$ cat config.mk
export PLATFORM = sky130hd
export DESIGN_NAME = mpfb_cmd_fifo
export DESIGN_NICKNAME = d
export VERILOG_FILES = /design/src/sv/mpfb_pkg.sv /design/src/sv/mpfb_cmd_fifo.sv
export SDC_FILE = /design/constraint.sdc
export NUM_CORES = 1
export LEC_CHECK = 0
export BUFFER_PORTS_ARGS = -buffer_cell sky130_fd_sc_hd__buf_4
export CORE_MARGIN = 4
export CORE_UTILIZATION = 50
export CTS_BUF_LIST = sky130_fd_sc_hd__clkbuf_16
export CTS_CLUSTER_SIZE = 16
export DETAILED_ROUTE_END_ITERATION = 10
export HOLD_SLACK_MARGIN = 0.05
export PLACE_DENSITY = 0.76
export SLEW_MARGIN = 40
export SYNTH_ARGS = -nofsm -noshare
export SYNTH_HDL_FRONTEND = slang
export SYNTH_SLANG_ARGS = --single-unit
$ cat constraint.sdc
create_clock -name clk_i -period 4.5 [get_ports clk_i]
set_input_delay 0.225 -clock clk_i [delete_from_list [all_inputs] [get_ports clk_i]]
set_output_delay 0.225 -clock clk_i [all_outputs]
set_load 0.005 [all_outputs]
$ cat src/sv/mpfb_pkg.sv
// ----------------------------------------------------------------------------
// mpfb_pkg
// Types and constants shared by the framebuffer blitter modules.
// ----------------------------------------------------------------------------
package mpfb_pkg;

  localparam int SCREEN_WIDTH  = 128;
  localparam int SCREEN_HEIGHT = 32;
  localparam int STORE_BYTES   = SCREEN_WIDTH * SCREEN_HEIGHT / 8;
  localparam int STORE_AW      = $clog2(STORE_BYTES);

  localparam int CMD_DEPTH = 2;
  localparam int OUT_DEPTH = 2;

  localparam int PADDR_W = 5;

  // request codes
  localparam logic [2:0] REQ_PLOT   = 3'd0;
  localparam logic [2:0] REQ_BLIT   = 3'd1;
  localparam logic [2:0] REQ_READ   = 3'd2;
  localparam logic [2:0] REQ_CLEAR  = 3'd3;
  localparam logic [2:0] REQ_FILL   = 3'd4;
  localparam logic [2:0] REQ_INVERT = 3'd5;

  // register indexes (word address)
  localparam logic [2:0] REG_BLIT_LEFT   = 3'd0;
  localparam logic [2:0] REG_BLIT_TOP    = 3'd1;
  localparam logic [2:0] REG_BLIT_WIDTH  = 3'd2;
  localparam logic [2:0] REG_BLIT_HEIGHT = 3'd3;
  localparam logic [2:0] REG_BLIT_INK    = 3'd4;

  typedef enum logic [2:0] {
    OP_DRAW   = 3'd0,
    OP_READ   = 3'd1,
    OP_CLEAR  = 3'd2,
    OP_FILL   = 3'd3,
    OP_INVERT = 3'd4
  } op_e;

  // One queued command. Draw covers both plot and blit: up to cnt pixels
  // from col onward in one row, pixel k colored by bits[7-k].
  typedef struct packed {
    op_e        op;
    logic [7:0] col;
    logic [7:0] row;
    logic [7:0] bits;
    logic [3:0] cnt;
    logic       ink;
    logic [8:0] idx;
  } cmd_t;

  typedef struct packed {
    logic [7:0] left;
    logic [7:0] top;
    logic [7:0] width;
    logic [7:0] height;
    logic       ink;
  } blit_cfg_t;

endpackage

$ cat src/sv/mpfb_cmd_fifo.sv
// ----------------------------------------------------------------------------
// mpfb_cmd_fifo
// Short command queue between the front and back parts.
// ----------------------------------------------------------------------------
module mpfb_cmd_fifo (
  input  logic          clk_i,
  input  logic          rst_ni,
  input  logic          push_i,
  input  mpfb_pkg::cmd_t data_i,
  input  logic          pop_i,
  output logic          full_o,
  output logic          empty_o,
  output mpfb_pkg::cmd_t data_o
);
  import mpfb_pkg::*;

  localparam int AW = (CMD_DEPTH > 1) ? $clog2(CMD_DEPTH) : 1;
  localparam int CW = $clog2(CMD_DEPTH + 1);

  cmd_t          mem_q [CMD_DEPTH];
  logic [AW-1:0] wr_q, wr_d, rd_q, rd_d;
  logic [CW-1:0] cnt_q, cnt_d;

  assign full_o  = (cnt_q == CW'(CMD_DEPTH));
  assign empty_o = (cnt_q == '0);
  assign data_o  = mem_q[rd_q];

  always_comb begin
    wr_d  = wr_q;
    rd_d  = rd_q;
    cnt_d = cnt_q + CW'(push_i) - CW'(pop_i);
    if (push_i) begin
      wr_d = (wr_q == AW'(CMD_DEPTH - 1)) ? '0 : wr_q + 1'b1;
    end
    if (pop_i) begin
      rd_d = (rd_q == AW'(CMD_DEPTH - 1)) ? '0 : rd_q + 1'b1;
    end
  end

  always_ff @(posedge clk_i or negedge rst_ni) begin
    if (!rst_ni) begin
      wr_q  <= '0;
      rd_q  <= '0;
      cnt_q <= '0;
    end else begin
      wr_q  <= wr_d;
      rd_q  <= rd_d;
      cnt_q <= cnt_d;
    end
  end

  always_ff @(posedge clk_i) begin
    if (push_i) begin
      mem_q[wr_q] <= data_i;
    end
  end

endmodule

==> impl_metrics.ini <==
[global_route]
gr-usage-met3 = 0.0492
grt_pass1_wl_mm = 9.16
grt_pass1_vias = 1718
grt_max_degree = 42
antenna_found_initial = 0
overflow = 0
track_usage = 0.148
met1_usage = 0.176
top_usage_layer = met2
grt.met2_usage = 0.245

[power_and_ir_drop]
pwr_density_cell_nw_per_um2 = 625
irDropWorstVdd_mv = 0.417
cellLeakagePower_nw = 1.81

[cells_and_area]
n_fill_cell = 431
areaGrowthSynthToFinish_pct = 31.4
multi_input_area_um2 = 707
seq_area_um2 = 2560
fin_util = 0.687
antenna_cells = 0
nets = 287
final_common_cell = buf_4
stdcell_area_um2 = 4410
drive_gt1_frac = 0.608
final_cell_mix = 88 x buf_4, 82 x edfxtp_1, 39 x mux2_4, 9 x clkbuf_16, 3 x dfrtp_1

[die]
die-height_um = 90.0
coreArea_um2 = 6420
die_w_um = 90.0
rows = 29
ios = 88
die_area_um2 = 8090
start_util = 0.523

[synth]
synth_area_leaders = edfxtp_1 73%, mux2_4 17%, dfrtp_1 3.0%
yosysTopAreaCell = edfxtp_1
synth_nets = 190
synth-seq-cells = 86
synth_area_um2 = 3360
synth.distinct_cells = 13
synth_top_area_frac = 0.733
synthCells = 143
ys_warn_count = 0
yosysSeqAreaShare = 0.763
syn_avg_cell_area_um2 = 23.5

[placement]
dp.final_hpwl_mm = 3.96
placed_cell_area_um2 = 4090
dp_slack_ps = 2480
gp_congestion = 0.674
io_buffer_count = 87

[clock_tree]
numCtsBuffers = 9
clk_pin_slew_ps = 60
cts_sinks = 86
cts_resized = 0
post-cts-setup-buffers = 0
cts_hold_buf = 1
cts_tree = yes
clk_latency_ps = 320
clk_path_buf_depth = 2
cts_root_buffer = clkbuf_16
cts_max_level = 3

[setup_path]
worstPathCellList = buf_4 > mux2_2 > buf_4
slowest_stage = dfrtp_2
cp-start-kind = register
critPathMaxStageDelay_ps = 740
crit_type = register to primary output
cpLargestDelayFamily = flip-flops
cp.required_ps = 4280
crit_path_frequent_cell = buf_4
crit_arrival_ps = 2110
endpoint_kind = primary output
path_max_fanout = 25
crit_buf_inv = 2

[timing]
period_share = 0.520
setup-violations-final = 0
rsz0062_at_grt = false
fin_skew_ps = 3.14
max_freq_ghz = 0.427
tns_ps = 0
slew_viol_final = 0
maxSlewHeadroom = 0.614
worst_slew_pin_slew_ps = 578
timing.final.ws_setup_ps = 2160
final_hold_viol_count = 0
fin_crit_ps = 2340

[route]
ant_nets = 0
vias_per_cell = 4.93
wire_per_inst_um = 17.5
dr.pass1.iters = 4
vias = 1589
drt_iter0_markers = 95
drc = 0
drt_wl_total_mm = 5.65

[hold_path]
hp-class = primary input to register

[flow_run]
maxCapViolCount = 0

[status]
status = finished, final reports clean
worst paths after layout:
path                            start            to  slack, ps  cells after the start
max                              rd_q    data_o[30]       2160                      3
min                        data_i[26]  mem_q[1][26]         80                      1
max reg2reg                      wr_q  mem_q[1][40]       3160                      1
min reg2reg                      wr_q          wr_q        560                      1
max in group asynchronous      rst_ni          rd_q       4160                      2
min in group asynchronous      rst_ni          wr_q        230                      2
area by class of cell:
cell class | instances | share of cell area
clock buffer | 9 | 0.0510
clock inverter | 7 | 0.0201
inverter | 2 | 0.00170
multi-input combinational | 50 | 0.160
sequential | 86 | 0.581
tap | 77 | 0.0218
timing repair buffer | 91 | 0.164
metrics by stage:
| stage | power (mW) | hold slack [ps] | cells |
|---|---|---|---|
| after floorplan | 1.70 | -70.6 | 143 |
| after global placement | 1.98 | 25.0 | 303 |
| after detailed placement | 2.03 | 27.1 | 305 |
| after CTS | 2.79 | 73.4 | 322 |
| after global routing | 2.89 | 66.5 | 322 |
| final | 2.76 | 83.4 | 322 |
synthesized netlist by cell type:
library cell  instances
nor2_1                1
and2_1                1
ha_1                  2
buf_6                 1
mux2_2                2
nor2b_1               2
xor2_1                2
buf_12                4
mux2_4               39
inv_1                 2
edfxtp_1             82
dfrtp_1               4
xor3_1                1
state kept, by name, indices dropped and copies added, names as in the netlist:
signal  cells
cnt_q       2
mem_q      82
rd_q        1
wr_q        1
where the power goes:
part | internal, mW | total, mW | switching, mW
registers | 1.07 | 1.16 | 0.0905
clock network | 0.481 | 0.755 | 0.274
logic | 0.534 | 0.846 | 0.311
total | 2.08 | 2.76 | 0.675
layer usage:
metal  routed length, µm  part of all wire
met4                  74             0.013
met1                2340              0.41
met2                2900              0.51
met5                   0                 0
met3                 343             0.061
cell families after synthesis:
logic type               synth area share
flip-flops                          0.763
multiplexers                        0.181
buffers and inverters              0.0294
AND/OR/NAND/NOR                   0.00671
XOR/XNOR                           0.0123
adder cells (fa/ha/maj)           0.00745
No activity file was read; power rests on OpenSTA's default activity.
