**config.mk**
```make
export PLATFORM = sky130hd
export DESIGN_NAME = mpfb_front
export DESIGN_NICKNAME = d
export VERILOG_FILES = /design/src/sv/mpfb_pkg.sv /design/src/sv/mpfb_front.sv
export SDC_FILE = /design/constraint.sdc
export NUM_CORES = 1
export LEC_CHECK = 0
export ABC_AREA = 1
export BUFFER_PORTS_ARGS = -buffer_cell sky130_fd_sc_hd__buf_2
export CAP_MARGIN = 10
export CORE_MARGIN = 4
export CORE_UTILIZATION = 50
export CTS_CLUSTER_DIAMETER = 80
export CTS_CLUSTER_SIZE = 14
export DETAILED_ROUTE_END_ITERATION = 10
export PLACE_DENSITY = 0.84
export SLEW_MARGIN = 0
export SYNTH_ARGS = -nofsm -noshare
export SYNTH_HDL_FRONTEND = slang
export SYNTH_SLANG_ARGS = --single-unit
```
**constraint.sdc**
```tcl
create_clock -name clk_i -period 4.25 [get_ports clk_i]
set_clock_uncertainty 0.05 [all_clocks]
set_input_delay 0.425 -clock clk_i [delete_from_list [all_inputs] [get_ports clk_i]]
set_output_delay 0.425 -clock clk_i [all_outputs]
set_load 0.005 [all_outputs]
```
**src/sv/mpfb_pkg.sv**
```systemverilog
// ----------------------------------------------------------------------------
// mpfb_pkg
// Types and constants shared by the framebuffer blitter modules.
// ----------------------------------------------------------------------------
package mpfb_pkg;

  localparam int SCREEN_WIDTH  = 128;
  localparam int SCREEN_HEIGHT = 32;
  localparam int STORE_BYTES   = SCREEN_WIDTH * SCREEN_HEIGHT / 8;
  localparam int STORE_AW      = $clog2(STORE_BYTES);

  localparam int CMD_DEPTH = 2;
  localparam int OUT_DEPTH = 2;

  localparam int PADDR_W = 5;

  // request codes
  localparam logic [2:0] REQ_PLOT   = 3'd0;
  localparam logic [2:0] REQ_BLIT   = 3'd1;
  localparam logic [2:0] REQ_READ   = 3'd2;
  localparam logic [2:0] REQ_CLEAR  = 3'd3;
  localparam logic [2:0] REQ_FILL   = 3'd4;
  localparam logic [2:0] REQ_INVERT = 3'd5;

  // register indexes (word address)
  localparam logic [2:0] REG_BLIT_LEFT   = 3'd0;
  localparam logic [2:0] REG_BLIT_TOP    = 3'd1;
  localparam logic [2:0] REG_BLIT_WIDTH  = 3'd2;
  localparam logic [2:0] REG_BLIT_HEIGHT = 3'd3;
  localparam logic [2:0] REG_BLIT_INK    = 3'd4;

  typedef enum logic [2:0] {
    OP_DRAW   = 3'd0,
    OP_READ   = 3'd1,
    OP_CLEAR  = 3'd2,
    OP_FILL   = 3'd3,
    OP_INVERT = 3'd4
  } op_e;

  // One queued command. Draw covers both plot and blit: up to cnt pixels
  // from col onward in one row, pixel k colored by bits[7-k].
  typedef struct packed {
    op_e        op;
    logic [7:0] col;
    logic [7:0] row;
    logic [7:0] bits;
    logic [3:0] cnt;
    logic       ink;
    logic [8:0] idx;
  } cmd_t;

  typedef struct packed {
    logic [7:0] left;
    logic [7:0] top;
    logic [7:0] width;
    logic [7:0] height;
    logic       ink;
  } blit_cfg_t;

endpackage

```
**src/sv/mpfb_front.sv**
```systemverilog
// ----------------------------------------------------------------------------
// mpfb_front
// Classifies requests into commands and keeps the blit cursor.
// ----------------------------------------------------------------------------
module mpfb_front (
  input  logic                clk_i,
  input  logic                rst_ni,
  input  logic                accept_i,
  input  logic [2:0]          req_type_i,
  input  logic [7:0]          pixel_col_i,
  input  logic [7:0]          pixel_row_i,
  input  logic                pixel_on_i,
  input  logic [7:0]          bitmap_byte_i,
  input  logic [8:0]          read_index_i,
  input  mpfb_pkg::blit_cfg_t cfg_i,
  input  logic                cfg_wr_i,
  output logic                enq_o,
  output mpfb_pkg::cmd_t      cmd_o
);
  import mpfb_pkg::*;

  logic [7:0] row_cnt_q, row_cnt_d;
  logic [4:0] byte_cnt_q, byte_cnt_d;

  logic [5:0] bpr;
  logic       bmp_empty, restart, keep;
  logic [7:0] row_eff, first, remain;
  logic [4:0] byte_eff;
  logic [3:0] npix;
  logic [5:0] byte_nx;
  logic [8:0] row_nx;

  always_comb begin
    bpr       = 6'((9'(cfg_i.width) + 9'd7) >> 3);
    bmp_empty = (cfg_i.width == '0) || (cfg_i.height == '0);
    restart   = (row_cnt_q >= cfg_i.height) || ({1'b0, byte_cnt_q} >= bpr);
    row_eff   = restart ? '0 : row_cnt_q;
    byte_eff  = restart ? '0 : byte_cnt_q;
    first     = {byte_eff, 3'b000};
    remain    = cfg_i.width - first;
    npix      = (remain >= 8'd8) ? 4'd8 : remain[3:0];

    // cursor advance
    byte_nx    = {1'b0, byte_eff} + 6'd1;
    row_nx     = {1'b0, row_eff} + 9'd1;
    byte_cnt_d = byte_nx[4:0];
    row_cnt_d  = row_eff;
    if (byte_nx >= bpr) begin
      byte_cnt_d = '0;
      row_cnt_d  = (row_nx >= {1'b0, cfg_i.height}) ? '0 : row_nx[7:0];
    end
  end

  always_comb begin
    keep       = 1'b1;
    cmd_o.op   = OP_DRAW;
    cmd_o.col  = pixel_col_i;
    cmd_o.row  = pixel_row_i;
    cmd_o.bits = 8'h80;
    cmd_o.cnt  = 4'd1;
    cmd_o.ink  = pixel_on_i;
    cmd_o.idx  = read_index_i;
    case (req_type_i)
      REQ_PLOT: begin
      end
      REQ_BLIT: begin
        keep       = !bmp_empty;
        cmd_o.col  = cfg_i.left + first;
        cmd_o.row  = cfg_i.top + row_eff;
        cmd_o.bits = bitmap_byte_i;
        cmd_o.cnt  = npix;
        cmd_o.ink  = cfg_i.ink;
      end
      REQ_READ:   cmd_o.op = OP_READ;
      REQ_CLEAR:  cmd_o.op = OP_CLEAR;
      REQ_FILL:   cmd_o.op = OP_FILL;
      REQ_INVERT: cmd_o.op = OP_INVERT;
      default:    keep = 1'b0;
    endcase
  end

  assign enq_o = accept_i && keep;

  always_ff @(posedge clk_i or negedge rst_ni) begin
    if (!rst_ni) begin
      row_cnt_q  <= '0;
      byte_cnt_q <= '0;
    end else if (cfg_wr_i) begin
      row_cnt_q  <= '0;
      byte_cnt_q <= '0;
    end else if (accept_i && (req_type_i == REQ_BLIT) && !bmp_empty) begin
      row_cnt_q  <= row_cnt_d;
      byte_cnt_q <= byte_cnt_d;
    end
  end

endmodule

```
==> impl_metrics.ini <==
[finish]
nFillCells = 471
fin_nets = 661
final_layout_size_suffix_gt1_share_pct = 31.1
final_cells = 608
area_growth_pct = 28.3

[power_and_ir_drop]
leakagePower_nw = 2.02
totalPowerFinal_w = 0.000416
p_per_area_nw_per_um2 = 118
vdd_drop_max_mv = 0.126

[clocking]
cts_hold_buf = 0
cts_tree = built
cts_max_level = 1
numCtsBuffers = 3
root_buffer = clkbuf_8
clk_latency_ns = 0.25
clk_path_buf_depth = 2
path_clk_slew_ns = 0.06
clock_sinks = 13

[yosys]
synth_cells = 434
synth_top_cell_area_share_pct = 21.0
synth_common_cells = nand2_1, inv_1, ha_1
async_flop_share_pct = 100
synth_edf_count = 0
synth_most_common_cell = nand2_1
synth-seq-cells = 13
synth_nets = 557
synth.avg_cell_area_sq_um = 6.32
ys_types = 40
synth.area.top_cells = ha_1, nand2_1, dfrtp_1
yosysTopAreaCell = ha_1
synthFlopType = dfrtp_1
synth-seq-area-share_pct = 11.9
ys_warn_count = 0
syn_area_sq_um = 2740

[placement]
portBuffers = 97
placed_cells = 597
gp_congestion = 1.05
place_ws_ns = -0.0968
hpwl_microns = 6970

[grt]
grt_pass1_wl_microns = 12300
grt_usage_pct = 23.1
grt_max_degree = 35
grt_pass1_vias = 2785
grt_overflow = 0
antenna_found_initial = 1

[critical_path]
critical_path_required_ns = 3.77
path_max_fanout = 6
arrival_ns = 3.66
timing.critical_path.mode_cell = nand2_1
end_kind = output pin
cp-startpoint = cfg_i[11]
cpMaxStageDelayCell = fa_2
max_stage_delay_ns = 0.42
worstSetupStartpointType = input port
critical_path_class = in2out
r2r-start = row_cnt_q[3]

[floorplanning]
start_util_pct = 52.7
rows = 26
fp.dieW_microns = 82.0
dieHeight_microns = 82.0
core-area_sq_um = 5200
die-area_sq_um = 6730
ios = 116

[route]
drtAntennaViolNets = 0
drt_iter0_markers = 160
drt_first_pass_iters = 4
wl_microns = 8380
drc = 0
routedWlPerCell_microns = 13.8
vias_per_cell = 5.16
num_vias = 3139

[timing]
final_max_slew_viol_count = 0
slew_headroom_pct = 45.3
fin_crit_sh_pct = 97.2
tns_ns = 0
hold_viol = 0
grt_setup_unrepaired = true
tightest_slew_ns = 0.819
finalCriticalPeriod_ns = 4.13
fin_ws_ns = 0.118
fmax_mhz = 242
setup-violations-final = 0

[hold_path]
hold_path_class = in2async

[run_status]
status = finished clean

[run]
max_cap_violations = 0
## power breakdown
| part | internal, W | total [W] | switching [W] |
|---|---|---|---|
| clock network | 0.0000650 | 0.000118 | 0.0000526 |
| logic | 0.0000763 | 0.000174 | 0.0000973 |
| registers | 0.000124 | 0.000124 | 0.000000186 |
## cells by family after synthesis
group / synth area share, %
AND/OR/NAND/NOR: 34.6
XOR/XNOR: 5.11
AO/OA/AOI/OAI: 10.8
flip-flops: 11.9
adder cells (fa/ha/maj): 23.2
buffers and inverters: 14.5
## critical path: cells and delay by family
| kind | cells | cell delay, ns |
|---|---|---|
| AND/OR/NAND/NOR | 15 | 1.12 |
| buffers and inverters | 6 | 0.56 |
| AO/OA/AOI/OAI | 4 | 0.50 |
| XOR/XNOR | 1 | 0.20 |
| adder cells (fa/ha/maj) | 3 | 0.85 |
## stage by stage
step                      cell area (sq um)  util (%)  hold WS (ns)
after floorplan                        2740         -        0.0794
after global placement                 3300      63.4         0.275
after detailed placement               3300      63.4         0.281
after CTS                              3360      64.6        0.0123
after global routing                   3520      67.6        0.0243
final                                  3520      67.6       0.00508
## timing repair
| item | CTS | global route |
|---|---|---|
| setup endpoints to repair | 2 | 19 |
| pin swaps | 3 | 9 |
| resized for setup | 5 | 19 |
| buffers inserted | 0 | 6 |
## path summary, 6_finish.rpt
kind | slack, ns | endpoint | cells past startpoint
worst min-delay path | 0.005 | row_cnt_q[2] | 1
worst max-delay path | 0.12 | cmd_o[28] | 29
max in group asynchronous | 3.91 | row_cnt_q[5] | 1
min in group clk_i | 0.43 | byte_cnt_q[3] | 4
worst max register to register | 0.43 | row_cnt_q[5] | 19
worst min register to register | 0.51 | row_cnt_q[1] | 2
## flip-flops by register name, indices dropped and copies added, names as in the netlist
| register | count |
|---|---|
| byte_cnt_q | 5 |
| row_cnt_q | 8 |
## placed cells by master (no fill, tap or decap), types with 2 or more instances in the layout
| cell | n |
|---|---|
| clkbuf_8 | 3 |
| buf_4 | 15 |
| nor2_4 | 5 |
| nor2_2 | 6 |
| o21ai_0 | 11 |
| clkinv_1 | 2 |
| ha_1 | 40 |
| nand2_2 | 4 |
| a21oi_1 | 15 |
| nand4_1 | 8 |
| nand2_1 | 120 |
| nand3_1 | 20 |
| nor2_1 | 28 |
| buf_2 | 97 |
| xnor2_1 | 6 |
| dfrtp_1 | 13 |
| a21oi_2 | 3 |
| inv_2 | 11 |
| inv_1 | 71 |
| nand2_4 | 3 |
| ha_4 | 5 |
| fa_2 | 2 |
| and2_1 | 2 |
| nor3_2 | 2 |
| xor2_1 | 10 |
| o22ai_1 | 2 |
| o21ai_1 | 13 |
## final cells by class
class	count	area (sq um)	area share, %
Inverter	84	315	8.96
Tap cell	70	87.6	2.49
Multi-Input combinational cell	324	2140	60.9
Clock inverter	1	5.00	0.142
Sequential cell	13	325	9.25
Timing Repair Buffer	112	598	17.0
Clock buffer	3	41.3	1.17
Antenna cell	1	2.50	0.0711
## metal layers
layer	vias up	wire (microns)	track usage [%]
met2	139	4220	43.5
met1	1396	3230	26.7
met3	20	751	2.52
met5	-	0	0
met4	0	182	7.64
li1	1584	-	-
Power figures use the tool's default switching activity.
